<file path="config.mk">
export PLATFORM = sky130hd
export DESIGN_NAME = tsl_div
export DESIGN_NICKNAME = d
export VERILOG_FILES = /design/src/sv/tsl_pkg.sv /design/src/sv/tsl_div.sv
export SDC_FILE = /design/constraint.sdc
export NUM_CORES = 1
export LEC_CHECK = 0
export ABC_AREA = 1
export BUFFER_PORTS_ARGS = -buffer_cell sky130_fd_sc_hd__buf_2
export CORE_ASPECT_RATIO = 0.9
export CORE_MARGIN = 2
export CORE_UTILIZATION = 40
export DETAILED_ROUTE_END_ITERATION = 8
export GPL_TIMING_DRIVEN = 0
export SETUP_SLACK_MARGIN = 0.5
export SLEW_MARGIN = 10
export SYNTH_ARGS = -nofsm -noshare
export SYNTH_HDL_FRONTEND = slang
export SYNTH_SLANG_ARGS = --single-unit
</file>
<file path="constraint.sdc">
create_clock -name clk -period 4.2 [get_ports clk]
set_input_delay 0.21 -clock clk [delete_from_list [all_inputs] [get_ports clk]]
set_output_delay 0.21 -clock clk [all_outputs]
set_load 0.01 [all_outputs]
</file>
<file path="src/sv/tsl_pkg.sv">
// Shared types and constants for the transfer speed limiter.
// Used by tsl_div, transfer_speed_limiter and its checker; no dependencies.
`default_nettype none
package tsl_pkg;

  localparam int DVD_W      = 64;  // divider dividend / quotient width
  localparam int DVS_W      = 34;  // divider divisor width
  localparam int HIGH_LIMIT = 1048576;
  localparam int BRAKE_DIV  = 8;
  localparam int MS_PER_S   = 1000;
  localparam int SLEEP_CAP  = 1000;
  localparam int IDEAL_CAP  = 10000;

  localparam int IN_DATA_W  = 112;
  localparam int IN_USER_W  = 2;
  localparam int OUT_DATA_W = 80;
  localparam int CFG_IDX_W  = 2;
  localparam int CFG_DATA_W = 32;

  typedef enum logic [1:0] {
    REG_USE_SPEED_LIMIT    = 2'd0,
    REG_SPEED_LIMIT        = 2'd1,
    REG_USE_PROGRESS_LIMIT = 2'd2,
    REG_PROGRESS_LIMIT     = 2'd3
  } reg_idx_t;

  typedef enum logic [2:0] {
    ST_IDLE,
    ST_EVAL,
    ST_GO,
    ST_WAIT
  } state_t;

  typedef enum logic [2:0] {
    STP_FP_SPB,
    STP_FP_SLP,
    STP_TR_FROM,
    STP_TR_IDEAL,
    STP_TR_SPB,
    STP_PL_SLP
  } step_t;

endpackage
`default_nettype wire

</file>
<file path="src/sv/tsl_div.sv">
// Restoring divider, one quotient bit per cycle, shared by all limiter steps.
// Depends on tsl_pkg for default widths.
`default_nettype none
module tsl_div #(
  parameter int DVD_W = tsl_pkg::DVD_W,
  parameter int DVS_W = tsl_pkg::DVS_W
) (
  input  wire logic             clk,
  input  wire logic             rst_n,
  input  wire logic             start,
  input  wire logic [DVD_W-1:0] dividend,
  input  wire logic [DVS_W-1:0] divisor,
  output logic                  done,
  output logic [DVD_W-1:0]      quotient
);
  localparam int CNT_W = $clog2(DVD_W);
  localparam logic [CNT_W-1:0] CNT_LAST = CNT_W'(DVD_W - 1);

  logic             busy_r, busy_nxt;
  logic             done_r, done_nxt;
  logic [CNT_W-1:0] cnt_r, cnt_nxt;
  logic [DVS_W-1:0] rem_r, rem_nxt;
  logic [DVS_W-1:0] dvs_r, dvs_nxt;
  logic [DVD_W-1:0] quo_r, quo_nxt;
  logic [DVS_W:0]   trial;
  logic [DVS_W:0]   diff;
  logic             qbit;

  assign trial = {rem_r, quo_r[DVD_W-1]};
  assign diff  = trial - {1'b0, dvs_r};
  assign qbit  = (trial >= {1'b0, dvs_r});

  always_comb begin
    busy_nxt = busy_r;
    done_nxt = 1'b0;
    cnt_nxt  = cnt_r;
    rem_nxt  = rem_r;
    dvs_nxt  = dvs_r;
    quo_nxt  = quo_r;
    if (start) begin
      busy_nxt = 1'b1;
      cnt_nxt  = '0;
      rem_nxt  = '0;
      dvs_nxt  = divisor;
      quo_nxt  = dividend;
    end else if (busy_r) begin
      rem_nxt = qbit ? diff[DVS_W-1:0] : trial[DVS_W-1:0];
      quo_nxt = {quo_r[DVD_W-2:0], qbit};
      cnt_nxt = cnt_r + 1'b1;
      if (cnt_r == CNT_LAST) begin
        busy_nxt = 1'b0;
        done_nxt = 1'b1;
      end
    end
  end

  always_ff @(posedge clk) begin
    if (!rst_n) begin
      busy_r <= 1'b0;
      done_r <= 1'b0;
    end else begin
      busy_r <= busy_nxt;
      done_r <= done_nxt;
    end
    cnt_r <= cnt_nxt;
    rem_r <= rem_nxt;
    dvs_r <= dvs_nxt;
    quo_r <= quo_nxt;
  end

  assign done     = done_r;
  assign quotient = quo_r;

endmodule
`default_nettype wire

</file>
==> flow_summary.toml <==
[outcome]
status = "finished clean"

[clocking]
cts_htree_levels = 4
numCtsBuffers = 17
clkTransAtPathRegs_ps = 70
cts.sinks = 140
insertion_delay_ps = 430
cts_root_buf = "clkbuf_16"
cts_setup_buffers = 0
cts_buffer_depth = 2
cts_tree = "done"

[detailed_routing]
ant_nets = 0
routed_wl_um = 23510
firstDrtPassIters = 6
routed_via_density = 4.756
wl_met1_um = 11270
vias = 7842
met2_length_um = 10170
drc = 0
top_layer = "met5"
wl_per_cell_um = 14.26
drtIter0Drc = 512
route.met3.wl_um = 1701

[logic_synthesis]
synthArstFlopShare = 0
yosysMostFrequentCell = "nand2_1"
synth-seq-cells = 140
yosys.area.top_type = "edfxtp_1"
yosys-top-cells-count = "nand2_1 (452), inv_1 (157), edfxtp_1 (98), nand3_1 (96), nor2_1 (47)"
yosys-top-cells-area = "edfxtp_1 (35%), nand2_1 (20%), dfxtp_1 (9.9%)"
synth_xor_area_frac = 0.01858
synth_ff_type = "edfxtp_1"
yosysTopAreaCellShare = 0.3467
yosys.area_share.simple = 0.3472
ys_seq_area_frac = 0.4458
yosysUniqueCellTypes = 43
synth_warnings = 0
synth-compound-area-share = 0.04040
synth-edff-count = 98
synth_cells = 1131
syn-cell-area_um2 = 8487
synth_top_family_by_area = "simple AND/OR/NAND/NOR gates"
synth_mux_area_frac = 0
syn_area_per_cell_um2 = 7.504
synth_nets = 1268
synth_adder_area_share = 0.05396

[finish]
fin_util = 0.5108
diodes = 0
drive_above_1_share = 0.1944
area.growth.synth_to_final_pct = 25.37
nets = 1487
regArea_um2 = 3784
final_area_um2 = 10640
multi_input_area_um2 = 3905
nFillCells = 2103

[timing]
rsz0062_at_grt = "no"
slew_violations = 0
finalCritPeriodShare = 0.5916
setup_viol = 0
hold_viol_final = 0
min_period_ps = 2485
worst_pin_slew_ps = 961.3
max_slew_margin = 0.3591
max_freq_mhz = 402.5
fin_skew_ps = 14.70

[global_routing]
grt_max_degree = 48
grt_pass1_wl_um = 37930
overflow = 0
grt_pass1_vias = 7533
grt_antenna_before_repair = 1
track_usage = 0.2179

[placement]
gp_congestion = 0.8930
place.detailed.hpwl_um = 18070
dpl_cell_area_um2 = 9702
io_buffers = 165

[die]
rows = 50
io_pins = 166
initial_utilization = 0.4074
die_w_um = 157.5
die_area_um2 = 22400
core_area_um2 = 20830
die_h_um = 142.2

[critical_path]
cp-start-kind = "flop"
crit-reg2reg-launch = "quotient[63]"
crit_type = "flop to flop"
cp.arrival_ps = 2810
required_ps = 4530
critPathLaunch = "quotient[63]"
path_max_fanout = 4
end_kind = "flop"

[power_and_ir_drop]
power_per_cell_area_nw_per_um2 = 345.6
vdd_drop_max_mv = 0.2481
p_leak_nw = 5.419

[hold_path]
worstHoldPathType = "input pin to flop"
min-delay-start = "rst_n"

[flow_run]
drv_cap = 0
-- cells by family after synthesis --
logic type	count (synthesis)
adders and majority gates	36
AOI/OAI and AO/OA	61
and+or+nand+nor	672
xor gates and xnor gates	18
DFF	140
buffers and inverters	204
-- worst max-delay path, cell delays in order, from the launching register on --
cell and delay [ps]:
edfxtp_1 390, inv_1 90, ha_1 220, inv_1 80, fa_1 450, nand2_1 100
nand3_1 110, nand3_1 90, nand2_1 170, nand2_1 110, nand2_1 90, nand2_1 150
nand2_1 70, nand2_1 80, nand3_2 70, nand3_1 70, nand2_1 50
-- cell usage in the layout (no fill, tap or decap), types with 14 or more instances in the layout --
cell type	n
ha_1	35
dlygate4sd3_1	34
buf_2	173
o21ai_1	14
nand3_1	96
inv_2	16
nand3b_1	17
a21oi_1	24
dfxtp_1	42
edfxtp_1	98
xnor2_1	17
nand2_1	452
nor2_1	47
clkbuf_16	17
inv_1	157
-- report_power, final --
| group | leakage [nW] | switching, W | total (W) | internal (W) |
|---|---|---|---|---|
| sequential | 1.33 | 0.0000464 | 0.00164 | 0.00159 |
| clock | 0.293 | 0.000707 | 0.00156 | 0.000852 |
| combinational | 3.80 | 0.000292 | 0.000481 | 0.000189 |
| total | 5.42 | 0.00105 | 0.00368 | 0.00263 |
-- what timing repair did --
item | 4_1_cts | 5_1_grt
resized for setup | 0 | 0
hold buffers | 34 | 0
endpoints found under the hold margin | 34 | 0
-- metal layers --
layer,global-route usage,vias to the layer above
li1,-,4035
met2,0.3402,256
met5,0,-
met1,0.3000,3524
met3,0.05694,25
met4,0.05885,2
-- per-stage QoR --
stage	hold WS [ps]	TNS, ps	power (W)	instances	setup slack (ps)
final	27.66	0	0.003678	1649	1715
after CTS	9.928	0	0.003715	1649	1721
after global placement	387.9	-56060	0.002121	1582	-845.0
after floorplan	308.9	0	0.001925	1131	1159
after detailed placement	388.1	0	0.002123	1583	1569
after global routing	25.13	0	0.003833	1649	1470
-- final cells by class --
| class | count | area share |
|---|---|---|
| multi-input cells | 787 | 0.3670 |
| flip-flops and latches | 140 | 0.3556 |
| repair buffers | 200 | 0.1122 |
| inverters | 175 | 0.06174 |
| clock buffers | 17 | 0.03998 |
| well taps | 286 | 0.03363 |
| clock inverters | 15 | 0.01623 |
| plain buffers | 29 | 0.01364 |
-- path summary, 6_finish.rpt --
check	end	slack, ps	cells past startpoint
min	done	30	3
min reg2reg	rem_r[21]	470	2
max reg2reg	rem_r[28]	1720	16
max	rem_r[28]	1720	16
-- flip-flops by register name (all words and copies together), names as in the netlist --
name      count
done          1
dvs_r        34
rem_r        34
busy_r        1
quotient     64
cnt_r         6
Power figures use the tool's default switching activity.
